File: config.mk
export PLATFORM = sky130hd
export DESIGN_NAME = marker_framed_position_parser
export DESIGN_NICKNAME = d
export VERILOG_FILES = /design/src/mfpp_pkg.sv /design/src/mfpp_in_stage.sv /design/src/mfpp_core.sv /design/src/mfpp_out_reg.sv /design/src/marker_framed_position_parser.sv
export SDC_FILE = /design/constraint.sdc
export NUM_CORES = 1
export LEC_CHECK = 0
export ABC_AREA = 1
export BUFFER_PORTS_ARGS = -buffer_cell sky130_fd_sc_hd__clkbuf_2
export CORE_MARGIN = 2
export CORE_UTILIZATION = 45
export DETAILED_ROUTE_END_ITERATION = 10
export PLACE_DENSITY = 0.74
export SLEW_MARGIN = 20
export SYNTH_ARGS = -nofsm -noshare
export SYNTH_HDL_FRONTEND = slang
export SYNTH_SLANG_ARGS = --single-unit
File: constraint.sdc
create_clock -name aclk -period 4.5 [get_ports aclk]
set_clock_uncertainty 0.15 [all_clocks]
set_input_delay 0.9 -clock aclk [delete_from_list [all_inputs] [get_ports aclk]]
set_output_delay 0.9 -clock aclk [all_outputs]
set_load 0.05 [all_outputs]
File: src/mfpp_pkg.sv
`default_nettype none

package mfpp_pkg;

    localparam logic [7:0] MARKER_BYTE  = 8'hFF;
    localparam logic [7:0] TYPE_POS     = 8'd1;
    localparam logic [7:0] TYPE_POS_DES = 8'd2;

    localparam logic [4:0] PARITY_IDX = 5'd1;
    localparam logic [4:0] TARGET_IDX = 5'd2;
    localparam logic [4:0] TYPE_IDX   = 5'd3;
    localparam logic [4:0] HEADER_LEN = 5'd4;
    localparam logic [4:0] DATA_END   = 5'd15;
    localparam logic [4:0] LAST_IDX   = 5'd19;

    localparam int DATA_BYTES = 12;

    typedef struct packed {
        logic        valid;
        logic        kind;
        logic [31:0] x_word;
        logic [31:0] y_word;
        logic [31:0] z_word;
    } res_t;

endpackage

`default_nettype wire

File: src/mfpp_in_stage.sv
`default_nettype none

module mfpp_in_stage (
    input  wire logic       aclk,
    input  wire logic       aresetn,
    input  wire logic       s_valid,
    output logic            s_ready,
    input  wire logic [7:0] s_rx_byte,
    input  wire logic       advance,
    output logic            in_valid,
    output logic [7:0]      in_byte
);

    logic       valid_reg;
    logic       valid_next;
    logic [7:0] byte_reg;

    assign s_ready    = !valid_reg || advance;
    assign valid_next = (s_valid && s_ready) ? 1'b1 : (advance ? 1'b0 : valid_reg);

    always_ff @(posedge aclk) begin
        if (!aresetn) begin
            valid_reg <= 1'b0;
        end else begin
            valid_reg <= valid_next;
        end
    end

    always_ff @(posedge aclk) begin
        if (s_valid && s_ready) begin
            byte_reg <= s_rx_byte;
        end
    end

    assign in_valid = valid_reg;
    assign in_byte  = byte_reg;

endmodule

`default_nettype wire

File: src/mfpp_core.sv
`default_nettype none

module mfpp_core (
    input  wire logic       aclk,
    input  wire logic       aresetn,
    input  wire logic       fire,
    input  wire logic [7:0] in_byte,
    output mfpp_pkg::res_t  res
);

    logic       open_reg;
    logic       open_next;
    logic [4:0] count_reg;
    logic [4:0] count_next;
    logic [7:0] parity_reg;
    logic [7:0] parity_next;
    logic [7:0] acc_reg;
    logic [7:0] acc_next;
    logic [7:0] type_reg;
    logic [7:0] type_next;
    logic [7:0] data_reg [mfpp_pkg::DATA_BYTES];
    logic       take;
    logic [4:0] cnt;
    logic [4:0] data_off;
    logic [3:0] data_idx;

    always_comb begin
        take        = fire && (open_reg || (in_byte == mfpp_pkg::MARKER_BYTE));
        cnt         = open_reg ? count_reg : 5'd0;
        data_off    = cnt - mfpp_pkg::HEADER_LEN;
        data_idx    = data_off[3:0];
        open_next   = open_reg;
        count_next  = count_reg;
        parity_next = parity_reg;
        acc_next    = acc_reg;
        type_next   = type_reg;
        res.valid   = 1'b0;
        res.kind    = (type_reg == mfpp_pkg::TYPE_POS_DES);
        res.x_word  = {data_reg[3], data_reg[2], data_reg[1], data_reg[0]};
        res.y_word  = {data_reg[7], data_reg[6], data_reg[5], data_reg[4]};
        res.z_word  = {data_reg[11], data_reg[10], data_reg[9], data_reg[8]};
        if (take) begin
            open_next  = 1'b1;
            count_next = cnt + 5'd1;
            if (cnt == mfpp_pkg::PARITY_IDX) begin
                parity_next = in_byte;
            end
            if (cnt == mfpp_pkg::TARGET_IDX) begin
                acc_next = in_byte;
            end else begin
                acc_next = acc_reg ^ in_byte;
            end
            if (cnt == mfpp_pkg::TYPE_IDX) begin
                type_next = in_byte;
                if ((in_byte != mfpp_pkg::TYPE_POS) && (in_byte != mfpp_pkg::TYPE_POS_DES)) begin
                    open_next = 1'b0;
                end
            end
            if (cnt == mfpp_pkg::LAST_IDX) begin
                open_next = 1'b0;
                res.valid = ((acc_reg ^ in_byte) == parity_reg);
            end
        end
    end

    always_ff @(posedge aclk) begin
        if (!aresetn) begin
            open_reg  <= 1'b0;
            count_reg <= 5'd0;
        end else begin
            open_reg  <= open_next;
            count_reg <= count_next;
        end
    end

    always_ff @(posedge aclk) begin
        parity_reg <= parity_next;
        acc_reg    <= acc_next;
        type_reg   <= type_next;
        if (take && (cnt >= mfpp_pkg::HEADER_LEN) && (cnt <= mfpp_pkg::DATA_END)) begin
            data_reg[data_idx] <= in_byte;
        end
    end

    a_count_range: assert property (@(posedge aclk) disable iff (!aresetn)
        open_reg |-> (count_reg <= mfpp_pkg::LAST_IDX))
        else $error("Open frame holds more bytes than a frame has.");

    a_res_at_last: assert property (@(posedge aclk) disable iff (!aresetn)
        res.valid |-> (take && (cnt == mfpp_pkg::LAST_IDX)))
        else $error("Result raised before the last byte of a frame.");

    a_close_at_last: assert property (@(posedge aclk) disable iff (!aresetn)
        (take && open_reg && (count_reg == mfpp_pkg::LAST_IDX)) |=> !open_reg)
        else $error("Frame stayed open after its last byte.");

    a_res_type: assert property (@(posedge aclk) disable iff (!aresetn)
        res.valid |-> ((type_reg == mfpp_pkg::TYPE_POS) || (type_reg == mfpp_pkg::TYPE_POS_DES)))
        else $error("Result raised for a frame of unknown type.");

endmodule

`default_nettype wire

File: src/mfpp_out_reg.sv
`default_nettype none

module mfpp_out_reg (
    input  wire logic           aclk,
    input  wire logic           aresetn,
    input  wire logic           load,
    input  wire mfpp_pkg::res_t res,
    output logic                m_valid,
    input  wire logic           m_ready,
    output logic                m_frame_kind,
    output logic [31:0]         m_x_word,
    output logic [31:0]         m_y_word,
    output logic [31:0]         m_z_word
);

    logic           valid_reg;
    logic           valid_next;
    mfpp_pkg::res_t data_reg;

    assign valid_next = load ? res.valid : (m_ready ? 1'b0 : valid_reg);

    always_ff @(posedge aclk) begin
        if (!aresetn) begin
            valid_reg <= 1'b0;
        end else begin
            valid_reg <= valid_next;
        end
    end

    always_ff @(posedge aclk) begin
        if (load && res.valid) begin
            data_reg <= res;
        end
    end

    assign m_valid      = valid_reg;
    assign m_frame_kind = data_reg.kind;
    assign m_x_word     = data_reg.x_word;
    assign m_y_word     = data_reg.y_word;
    assign m_z_word     = data_reg.z_word;

endmodule

`default_nettype wire

File: src/marker_framed_position_parser.sv
// Path: a byte that completes a valid frame is held in the input register, then its result
// is registered in the result register and offered on m_valid.
// Throughput: one byte per cycle while the result register is empty or m_ready is high.
// While a result waits, one further byte is taken into the input register, then input stalls.
// Reset (aresetn low, synchronous) closes any open frame and empties both registers.
`default_nettype none

module marker_framed_position_parser (
    input  wire logic       aclk,
    input  wire logic       aresetn,
    input  wire logic       s_valid,
    output logic            s_ready,
    input  wire logic [7:0] s_rx_byte,
    output logic            m_valid,
    input  wire logic       m_ready,
    output logic            m_frame_kind,
    output logic [31:0]     m_x_word,
    output logic [31:0]     m_y_word,
    output logic [31:0]     m_z_word
);

    logic           in_valid;
    logic [7:0]     in_byte;
    logic           advance;
    mfpp_pkg::res_t res;

    assign advance = in_valid && (!m_valid || m_ready);

    mfpp_in_stage u_in_stage (
        .aclk      (aclk),
        .aresetn   (aresetn),
        .s_valid   (s_valid),
        .s_ready   (s_ready),
        .s_rx_byte (s_rx_byte),
        .advance   (advance),
        .in_valid  (in_valid),
        .in_byte   (in_byte)
    );

    mfpp_core u_core (
        .aclk    (aclk),
        .aresetn (aresetn),
        .fire    (advance),
        .in_byte (in_byte),
        .res     (res)
    );

    mfpp_out_reg u_out_reg (
        .aclk         (aclk),
        .aresetn      (aresetn),
        .load         (advance),
        .res          (res),
        .m_valid      (m_valid),
        .m_ready      (m_ready),
        .m_frame_kind (m_frame_kind),
        .m_x_word     (m_x_word),
        .m_y_word     (m_y_word),
        .m_z_word     (m_z_word)
    );

endmodule

`default_nettype wire
==> reports/qor.csv, run 1 <==
stage,metric,value,unit
critical_path,reg2reg setup slack,1.33,ns
die,Die Wd,137,um
cells_and_area,Area Growth Syn to Fin,18.9,%
yosys,Synth Net Count,449,
pwr,Leakage,3.44,nW
grt,initial antenna violation count,0,
cells_and_area,layout cells sized above 1,29.4,%
detailed_routing,via count,3964,
detailed_routing,number of remaining DRC errors,0,
timing,Final Critical Period,3.17,ns
yosys,top-area cell type share of the netlist area,85.1,%
timing,setup TNS,0,ns
grt,total grt overflow,0,
critical_path,origin of the worst setup path,u_in_stage.in_byte[4]$_DFFE_PP_,
yosys,"EDFF count, synth",225,
clocking,root buf cell,clkbuf_16,
run_status,status,completed,
cells_and_area,max reg flops,96,
place,DP HPWL,9140,um
timing,RSZ-0062 raised after global routing,false,
yosys,Post-Syn Instances,436,
die,die height,137,um
cells_and_area,Util after Layout,54.6,%
die,die area,0.0187,mm2
grt,vias in the first global route,3921,
grt,first-pass GRT wire length,21500,um
clocking,CTS buffer count,22,
critical_path,Worst Setup EP,m_z_word[17]$_DFFE_PP_,
pwr,Peak VDD IR,0.000227,V
die,Rows,48,
yosys,Yosys warning count,0,
timing,Tcrit/Tclk final,70.4,%
clocking,CTS H-Tree Depth,1,
yosys,number of synthesized register bits,233,
clocking,post-CTS sizing,0,
critical_path,reg2reg end,m_z_word[17]$_DFFE_PP_,
timing,Slew HR,33.1,%
detailed_routing,1st-pass router iterations,5,
detailed_routing,drt wl/cell,17.6,um
place,GP Congestion,0.852,
min_path,Hold Crit Class,register to register,
detailed_routing,DR vias/cell,4.91,
die,initial core utilization,45.9,%
timing,Final Hold Vio Count,0,
detailed_routing,Antenna Nets Post-Route,0,
run,MaxCap Viol Count,0,
grt,gr usage total,15.3,%
clocking,CTS tree,done,
critical_path,worst reg2reg path depth,10,
yosys,Synth area leaders,"edfxtp_1 (85%), nand2_1 (3.5%), dfxtp_1 (2.0%), inv_1 (1.5%), nor3_2 (1.3%)",
die,IO Pins,111,
critical_path,CP required,4.55,ns
timing,final-report max-slew violation count,0,
pwr,PD cells,437,mW/mm2
clocking,CTS max path bufs,3,
die,Core ar.,0.0173,mm2
timing,FMAX,0.316,GHz
critical_path,Crit Path Class,register to register,
yosys,syn avg cell area,18.2,um2
timing,Slew @ Worst Pin,0.996,ns
grt,largest net degree at the start of global routing,65,
timing,final setup vio count,0,
clocking,clk_lat worst skew,0.49,ns
critical_path,Worst Path Max Fanout,64,
cells_and_area,Ant. Diodes,0,
yosys,main flop type after synthesis,edfxtp_1,
critical_path,Crit. End Element,register,
yosys,mapped cell area,0.00794,mm2
detailed_routing,final WL,14200,um
place,PortBufs,110,
cells_and_area,fillers,1354,
critical_path,worst reg2reg startpoint,u_in_stage.in_byte[4]$_DFFE_PP_,
critical_path,Setup crit start kind,register,
detailed_routing,initial DRC count,286,
clocking,clock transition at the registers of the reported paths,0.07,ns
yosys,Yosys cell types,27,
critical_path,CP arrival,3.22,ns
yosys,async set-reset flop share out of synthesis,0,%
clocking,# Post-CTS Setup Buffers,0,
yosys,Yosys top cell by area,edfxtp_1,
clocking,hold buffers post-CTS,0,
yosys,sequential share of the synthesized area,87.1,%
cells_and_area,Nets,582,
clocking,clock sink count,233,
cell families after synthesis:
kind of cell | after synthesis | share of synthesized area [%]
AND/OR/NAND/NOR | 136 | 8.65
AO/OA/AOI/OAI | 25 | 1.72
buffers and inverters | 41 | 2.33
flip-flops | 233 | 87.1
adder cells (fa/ha/maj) | 1 | 0.158
power breakdown:
group / internal (W) / leakage, nW / switching [W] / total, W
Clock: 0.000993 / 0.323 / 0.000719 / 0.00171
Sequential: 0.00237 / 2.09 / 0.0000226 / 0.00239
Combinational: 0.0000103 / 1.02 / 0.0000196 / 0.0000299
final cells by class:
cell class | count | area, um2 | area share (%)
well taps | 225 | 282 | 2.98
flip-flops and latches | 233 | 6920 | 73.3
inverters | 37 | 145 | 1.54
multi-input cells | 162 | 836 | 8.85
clock inverters | 9 | 82.6 | 0.875
clock buffers | 28 | 594 | 6.29
repair buffers | 113 | 586 | 6.20
stage by stage:
step	area, um2	hold WS, ns	worst slack (ns)	power [W]	std cells
after floorplan	7940	0.250	0.580	0.00244	436
after global placement	8760	0.252	1.50	0.00246	770
after detailed placement	8760	0.255	1.36	0.00246	770
after CTS	9440	0.265	1.33	0.00416	807
after global routing	9440	0.274	1.10	0.00426	807
final	9440	0.262	1.33	0.00413	807
placed cells by master, fill, tap and decap left out:
cell type,n
nand2_1,75
clkinv_2,3
clkbuf_1,5
o21ai_1,11
nand2_2,6
buf_4,2
nor3_1,3
clkbuf_16,23
nor3_2,10
a21oi_1,10
clkinvlp_4,2
inv_6,1
nor4_1,1
nand4_1,3
buf_12,1
nand3_1,11
nor2_8,1
nor4b_1,1
clkinv_8,1
edfxtp_1,225
inv_2,4
nor2_1,15
nor2_2,1
and2_1,1
clkbuf_2,110
nand3b_1,4
inv_1,31
nor2_4,1
ha_1,1
nand2_4,3
o21ai_0,3
dfxtp_1,8
clkinv_1,3
bufinv_16,1
a21oi_4,1
how the worst min path moves through the flow:
stage / startpoint / endpoint / slack (ns) / cells after the start
final: u_core.data_reg[11][4]$_DFFE_PP_ / m_z_word[28]$_DFFE_PP_ / 0.26 / 0
after global routing: u_core.data_reg[3][5]$_DFFE_PP_ / m_x_word[29]$_DFFE_PP_ / 0.27 / 0
after CTS: u_core.data_reg[1][0]$_DFFE_PP_ / m_x_word[8]$_DFFE_PP_ / 0.27 / 0
after detailed placement: u_core.data_reg[1][4]$_DFFE_PP_ / m_x_word[12]$_DFFE_PP_ / 0.25 / 0
after global placement: u_core.data_reg[11][6]$_DFFE_PP_ / m_z_word[30]$_DFFE_PP_ / 0.25 / 0
after floorplan: u_core.data_reg[0][0]$_DFFE_PP_ / m_x_word[0]$_DFFE_PP_ / 0.25 / 0
cells in the mapped netlist, types with 3 or more instances:
| cell type | number |
|---|---|
| edfxtp_1 | 225 |
| nand2_1 | 75 |
| inv_1 | 32 |
| nor2_1 | 15 |
| nand3_1 | 11 |
| o21ai_1 | 11 |
| a21oi_1 | 10 |
| nor3_2 | 10 |
| dfxtp_1 | 8 |
| nand2_2 | 6 |
| inv_2 | 4 |
| nand3b_1 | 4 |
| buf_6 | 3 |
| nand2_4 | 3 |
| nand4_1 | 3 |
| nor3_1 | 3 |
| o21ai_0 | 3 |
critical path: stages (launching register included):
cell	delay (ns)
edfxtp_1	0.94
inv_1	0.24
nand2_1	0.15
nand3_1	0.07
nand2_1	0.08
inv_1	0.05
nand2_1	0.06
nor2_1	0.04
nand3_1	0.11
clkinv_2	0.52
buf_12	0.43
routing by layer:
layer	global-route usage [%]	vias to the layer above	wire, um
met2	26.1	182	7070
li1	-	1844	-
met5	0	-	0
met3	3.00	16	1090
met1	20.2	1922	5820
met4	4.35	0	193
Power figures use the tool's default switching activity.
==> run 2, diff against run 1 <==
ABC_AREA = 0   (was 1)
PLACE_DENSITY = 0.77   (was 0.74)
clock period = 2.6 ns   (was 4.5 ns; I/O delays follow)
==> reports/qor.csv, run 2 <==
stage,metric,value,unit,change
pwr,PD cells,768,mW/mm2,+76%
cells_and_area,max reg flops,96,,unchanged
detailed_routing,initial DRC count,442,,+55%
detailed_routing,routed wl met3,1070,um,-1.6%
die,die area,0.0182,mm2,-3.0%
place,Placed Area,0.00874,mm2,-0.31%
die,Rows,47,,-2.1%
timing,final setup vio count,0,,unchanged
cells_and_area,fillers,1224,,-9.6%
grt,initial antenna violation count,0,,unchanged
die,IO Pins,111,,unchanged
yosys,Post-Syn Instances,340,,-22%
pwr,net switching power,0.00133,W,+74%
pwr,Sequential Power Share,56.5,%,-1.3 points
timing,Slew HR,69.5,%,+36 points
cells_and_area,Util after Layout,56.7,%,+2.1 points
yosys,Synth area leaders,"edfxtp_1 (88%), xnor3_1 (2.3%), dfxtp_1 (2.1%), xnor2_1 (0.91%), nand2_1 (0.73%)",,
clocking,CTS buffer count,22,,unchanged
timing,RSZ-0062 raised after global routing,false,,
timing,Final Hold Vio Count,0,,unchanged
place,DP HPWL,8370,um,-8.5%
place,post-place setup slack,0.233,ns,-1.13 ns
detailed_routing,wire length on met2,6600,um,-6.6%
die,Core ar.,0.0166,mm2,-3.8%
cells_and_area,Nets,508,,-13%
detailed_routing,Antenna Nets Post-Route,0,,unchanged
clocking,clock transition at the registers of the reported paths,0.06,ns,about the same
grt,largest net degree at the start of global routing,66,,+1.5%
timing,Hold WS,0.0444,ns,-0.218 ns
critical_path,CP required,2.65,ns,-1.90 ns
min_path,Hold Crit Class,primary input to register,,
yosys,syn avg cell area,22.6,um2,+24%
yosys,async set-reset flop share out of synthesis,0,%,unchanged
die,Die Wd,135,um,-1.5%
clocking,CTS max path bufs,3,,unchanged
grt,total grt overflow,0,,unchanged
grt,gr usage total,14.7,%,-0.60 points
yosys,sequential share of the synthesized area,89.9,%,+2.8 points
cells_and_area,Area Growth Syn to Fin,22.7,%,
yosys,number of synthesized register bits,233,,unchanged
timing,Slew @ Worst Pin,0.456,ns,-0.540 ns
critical_path,Setup crit start kind,register,,
clocking,CTS H-Tree Depth,1,,unchanged
detailed_routing,M1 WL,5520,um,-5.2%
cells_and_area,"commonest non-fill, non-tap cell in the layout",edfxtp_1,,
place,GP Congestion,0.857,,+0.63%
clocking,hold buffers post-CTS,0,,unchanged
critical_path,Crit Path Class,register to register,,
cells_and_area,most frequent cells in the layout,"edfxtp_1 (225), clkbuf_2 (110), clkbuf_16 (23), buf_4 (23), nand2_1 (15)",,
yosys,Synth Net Count,353,,-21%
clocking,# Post-CTS Setup Buffers,0,,unchanged
yosys,mapped cell area,0.00769,mm2,-3.1%
critical_path,Crit. End Element,register,,
timing,final-report max-slew violation count,0,,unchanged
clocking,post-CTS sizing,0,,unchanged
critical_path,Worst Path Max Fanout,10,,-84%
pwr,Power Internal,0.00593,W,+76%
grt,vias in the first global route,3636,,-7.3%
detailed_routing,drt wl/cell,18.5,um,+5.2%
detailed_routing,final WL,13500,um,-4.7%
die,die height,135,um,-1.5%
pwr,Peak VDD IR,0.000409,V,+80%
place,PortBufs,110,,unchanged
detailed_routing,DR vias/cell,4.99,,+1.6%
critical_path,CP arrival,2.46,ns,-0.76 ns
clocking,CTS tree,done,,
yosys,"EDFF count, synth",225,,unchanged
grt,first-pass GRT wire length,20200,um,-6.0%
clocking,root buf cell,clkbuf_16,,
run_status,status,completed,,
die,initial core utilization,46.2,%,+0.33 points
pwr,clock share of power,42.2,%,+0.8 points
timing,Final Critical Period,2.41,ns,-0.753 ns
cells_and_area,layout cells sized above 1,33.3,%,+3.9 points
pwr,Power Total,0.00725,W,+76%
clocking,clock sink count,233,,unchanged
clocking,clk_lat worst skew,0.50,ns,about the same
yosys,Yosys top cell by area,edfxtp_1,,
cells_and_area,Ant. Diodes,0,,unchanged
yosys,Yosys cell types,36,,+33%
timing,Tcrit/Tclk final,92.8,%,+22 points
detailed_routing,1st-pass router iterations,5,,unchanged
pwr,Comb pwr share,1.2,%,+0.5 points
detailed_routing,via count,3647,,-8.0%
pwr,switching part of the total,18.3,%,-0.12 points
timing,FMAX,0.414,GHz,+31%
yosys,main flop type after synthesis,edfxtp_1,,
cells_and_area,final instance area,0.00944,mm2,about the same
yosys,top-area cell type share of the netlist area,87.8,%,+2.7 points
timing,final worst setup slack,0.187,ns,-1.15 ns
detailed_routing,DR top layer,met4,,
detailed_routing,number of remaining DRC errors,0,,unchanged
run,MaxCap Viol Count,0,,unchanged
yosys,Synth top cells by count,"edfxtp_1 (225), nand2_1 (15), nor2_1 (11)",,
yosys,top-count cell post-synth,edfxtp_1,,
pwr,Leakage,3.34,nW,-3.0%
yosys,Yosys warning count,0,,unchanged
==> run 2: cell count changes in the layout (fill, tap and decap cells not counted), moves of 5 or more <==
cell | previous run | this run
nand2_2 | 6 | 0
nand2b_1 | 0 | 5
nand3_1 | 11 | 4
o21ai_1 | 11 | 0
xnor3_1 | 0 | 8
nand2_1 | 75 | 15
clkinv_1 | 3 | 8
nor3_2 | 10 | 1
buf_4 | 2 | 23
xnor2_1 | 0 | 8
inv_1 | 31 | 1
==> run 2: worst max-delay path, stage by stage, from the launching register on <==
cell	delay, ns
dfxtp_1	0.49
and3_1	0.27
and3_1	0.18
ha_1	0.16
nand2b_1	0.15
nand3_1	0.13
or2_1	0.29
nor3_2	0.12
buf_4	0.19
==> run 2: cells by family after synthesis <==
kind of cell	count (synthesis)	share of synthesized area, %
adder cells (fa/ha/maj)	1	0.163
XOR/XNOR	17	3.37
buffers and inverters	5	0.260
AO/OA/AOI/OAI	17	1.46
AND/OR/NAND/NOR	67	4.83
flip-flops	233	89.9
==> run 2: cell type report <==
| type | count | area, um2 | area share [%] |
|---|---|---|---|
| inverter | 1 | 3.75 | 0.0398 |
| timing repair buffer | 135 | 763 | 8.09 |
| clock inverter | 14 | 115 | 1.22 |
| tap | 220 | 275 | 2.92 |
| clock buffer | 26 | 587 | 6.22 |
| multi-input combinational | 102 | 774 | 8.21 |
| sequential | 233 | 6920 | 73.3 |
==> run 2: final timing paths <==
check	start	to	slack [ns]	cells past startpoint
hold / removal	s_rx_byte[0]	u_in_stage.in_byte[0]$_DFFE_PP_	0.04	1
setup / recovery	u_core.count_reg[2]$_SDFFE_PN0P_	u_core.data_reg[0][6]$_DFFE_PP_	0.19	8
hold reg to reg	u_core.data_reg[9][4]$_DFFE_PP_	m_z_word[12]$_DFFE_PP_	0.27	0
setup reg to reg	u_core.count_reg[2]$_SDFFE_PN0P_	u_core.data_reg[0][6]$_DFFE_PP_	0.19	8
==> run 2: layer usage <==
metal,global-route usage (%),vias up
li1,-,1652
met1,19.1,1787
met2,24.5,179
met3,3.38,29
met4,5.44,0
met5,0,-
==> run 2: power groups by stage <==
stage,clock network (W),logic (W),registers [W]
floorplan,0,0.0000221,0.00420
global placement,0,0.0000898,0.00418
detailed placement,0,0.0000913,0.00418
CTS,0.00313,0.0000916,0.00410
global route,0.00328,0.0000972,0.00410
finish,0.00306,0.0000906,0.00410
==> run 2: metrics by stage <==
stage          TNS (ns)  std cells
3_5_place_dp          0        691
3_3_place_gp          0        691
2_1_floorplan   -210.76        340
6_report              0        731
5_1_grt               0        731
4_1_cts               0        731
